===== config.mk =====
export PLATFORM = sky130hd
export DESIGN_NAME = hce_ram
export DESIGN_NICKNAME = d
export VERILOG_FILES = /design/src/rtl/hce_ram.sv
export SDC_FILE = /design/constraint.sdc
export NUM_CORES = 1
export LEC_CHECK = 0
export BUFFER_PORTS_ARGS = -buffer_cell sky130_fd_sc_hd__buf_2
export CELL_PAD_IN_SITES_DETAIL_PLACEMENT = 1
export CELL_PAD_IN_SITES_GLOBAL_PLACEMENT = 2
export CORE_MARGIN = 5
export CORE_UTILIZATION = 30
export DETAILED_ROUTE_END_ITERATION = 8
export HOLD_SLACK_MARGIN = 0.06
export PLACE_DENSITY = 0.56
export SLEW_MARGIN = 10
export SYNTH_ARGS = -nofsm -noshare
export SYNTH_HDL_FRONTEND = slang
export SYNTH_SLANG_ARGS = --single-unit
export TNS_END_PERCENT = 30

===== constraint.sdc =====
create_clock -name i_clk -period 3.15 [get_ports i_clk]
set_clock_uncertainty 0.05 [all_clocks]
set_input_delay 0.63 -clock i_clk [delete_from_list [all_inputs] [get_ports i_clk]]
set_output_delay 0.63 -clock i_clk [all_outputs]
set_load 0.1 [all_outputs]

===== src/rtl/hce_ram.sv =====
module hce_ram #(
    parameter int unsigned WIDTH = 5,
    parameter int unsigned DEPTH = 64
) (
    input  logic                     i_clk,
    input  logic                     i_we,
    input  logic [$clog2(DEPTH)-1:0] i_waddr,
    input  logic [WIDTH-1:0]         i_wdata,
    input  logic [$clog2(DEPTH)-1:0] i_raddr,
    output logic [WIDTH-1:0]         o_rdata
);

    logic [WIDTH-1:0] r_mem [DEPTH];
    logic [WIDTH-1:0] r_rdata;

    always_ff @(posedge i_clk) begin
        if (i_we) begin
            r_mem[i_waddr] <= i_wdata;
        end
        r_rdata <= r_mem[i_raddr];
    end

    assign o_rdata = r_rdata;

endmodule


==> results.cfg <==
[status]
outcome = finished, final reports clean

[job]
cap_violations = 0

[placed_design]
detailed_place_hpwl_mm = 21.3
port-buffer-count = 23
gpl.final_weighted_congestion = 0.744
pre_cts_worst_setup_slack_ps = 341

[logic_synthesis]
ys_dominant_reg_cell = edfxtp_1
post_synth_num_cell_types = 37
asyncSetResetFlopFracSynth_pct = 0
post_synth_instance_area_um2 = 12800
syn_area_per_cell_um2 = 20.9
synth-warning-count = 0
synth-edff-count = 320
synth_nets = 629
synth_register_bits = 325
synthCells = 610
synth.yosys.seq_area_share_pct = 76.0

[pwr]
power.density_cell_area_nw_per_um2 = 620
power.net_switching_mw = 1.99
sw_share_pct = 21.9
worst_ir_drop_vdd_mv = 0.323
power_frac_comb_pct = 5.8
cell_internal_pwr_mw = 7.11
seqPwrFrac_pct = 52.7
pwr-share-clk_pct = 41.4
leakage_nw = 4.56

[route]
route.detailed.wl_per_inst_um = 25.8
drt_pass1_iterations = 4
detailroute.via_count = 6204
drt_iter0_markers = 447
drc = 0
drtAntennaViolNets = 0
total_wire_length_after_detailed_routing_mm = 31.8
drt-vias-per-instance = 5.03

[die]
die_h_um = 216
die-area_um2 = 46800
top_level_ports = 24
die-width_um = 216
core_area_um2 = 42000
placementRows = 75
floorplan.initialDensity_pct = 30.4

[global_route]
grt_antenna_before_repair = 1
grt_max_degree = 65
track_usage_pct = 13.7
grt_pass1_vias = 6886
grt_pass1_wl_mm = 47.3
globalRoute.totalOverflow = 0

[hold_path]
hold_path_class = in2reg

[clocking]
tritoncts_clock_tree = done
ctsHtreeMaxLevel = 2
hold_buffers_post_cts = 0
post_cts.repair.setup_buffers = 0
tritoncts_num_sinks = 325
number_of_buffers_between_clock_root_and_the_deepest_sink = 3
ctsRootBufferMaster = clkbuf_16
clkLatencyLatePin_ps = 530
post_cts_resize_count = 0
clkTransAtPathRegs_ps = 60
cts_made_buffers = 35

[timing]
setup_viol = 0
finalCritPeriodShare_pct = 72.2
timing.fmax_mhz = 440
max_slew.worst_pin.slew_ps = 901
finalWorstSetupSlack_ps = 876
setup_tns_ps = 0
final_hold_viol_count = 0
minimum_period_implied_by_the_final_worst_setup_slack_ps = 2270
report.final.slew_viol_count = 0
unrepaired_setup_endpoints_after_global_routing = no
worst_slew_margin_rel_pct = 39.9

[finish]
drive_above_1_share_pct = 26.7
final_nets = 690
utilization_pct = 34.9
leading_cell_types_in_the_layout_fill_and_taps_excluded = edfxtp_1 (320), nor2_1 (67), mux4_2 (66)
diodes = 0
area_growth_pct = 15.0
final_common_cell = edfxtp_1

[worst_setup_path]
crit_type = in2reg
critical_path_required_ps = 3500
cp_data_arrival_time_ps = 2630
startpoint_type = input pin
crit_fanout = 25
critical_path.endpoint_type = register
==> cell usage after synthesis, drive strengths merged (6+ instances only) <==
cell type	number	share of area (%)
nor2	67	2.0
mux2i	7	0.55
mux4	80	15
o22ai	13	0.64
mux2	12	1.1
nand3	6	0.24
edfxtp	320	75
buf	18	1.2
nor2b	6	0.29
o221ai	7	0.48
clkbuf	16	0.58
nand2	10	0.29
a31oi	7	0.34
==> through the flow <==
step                total power, mW  hold WS (ps)  instances  cell area, µm²
floorplan                      5.21           679        610           12800
global placement               5.42           839       1173           13700
detailed placement             5.43           843       1173           13700
CTS                            9.23           349       1233           14700
global route                   9.42           367       1233           14700
finish                         9.10           378       1233           14700
==> logic make-up after synthesis <==
| logic type | synth area share, % |
|---|---|
| muxes | 16.1 |
| AOI/OAI and AO/OA | 1.99 |
| DFF | 76.0 |
| and+or+nand+nor | 4.02 |
| buffers and inverters | 1.82 |
==> flip-flops by register name, summed over array words and instances (netlist names) <==
name and cells:
o_rdata 5, r_mem 320
==> per-layer routing <==
metal / up-vias / routed length [µm] / global-route usage [%]
met5: - / 18 / 0
met4: 2 / 597 / 3.39
met3: 44 / 1750 / 2.79
met2: 155 / 15200 / 22.1
met1: 3334 / 14300 / 19.2
li1: 2669 / - / -
==> power groups by stage <==
stage	Combinational, mW	Clock (mW)	Sequential (mW)
after detailed placement	0.541	0	4.89
after global routing	0.566	4.06	4.80
after CTS	0.542	3.88	4.80
after global placement	0.530	0	4.89
after floorplan	0.259	0	4.95
final	0.531	3.77	4.80
==> final timing paths <==
path                            depth (start not counted)  slack, ps           end         start
worst max-delay path                                    7        880    o_rdata[0]    i_raddr[0]
worst min-delay path                                    1        380  r_mem[10][0]    i_wdata[0]
worst max register to register                          5       1060    o_rdata[0]  r_mem[57][0]
worst min register to register                          4        820    o_rdata[3]  r_mem[12][3]
==> layout make-up <==
| class | instances | area (µm²) |
|---|---|---|
| clock buffers | 41 | 908 |
| clock inverters | 19 | 125 |
| fillers | 4135 | 27400 |
| multi-input cells | 250 | 2830 |
| flip-flops and latches | 325 | 9710 |
| well taps | 539 | 674 |
| repair buffers | 59 | 440 |
==> worst max-delay path, cell delays in order <==
cell and delay, ps:
buf_4 140, buf_12 220, mux4_1 580, mux2_2 280, o221ai_1 320, a31oi_1 100
or3_1 330
Note: power is estimated with default switching activity, not from simulation.
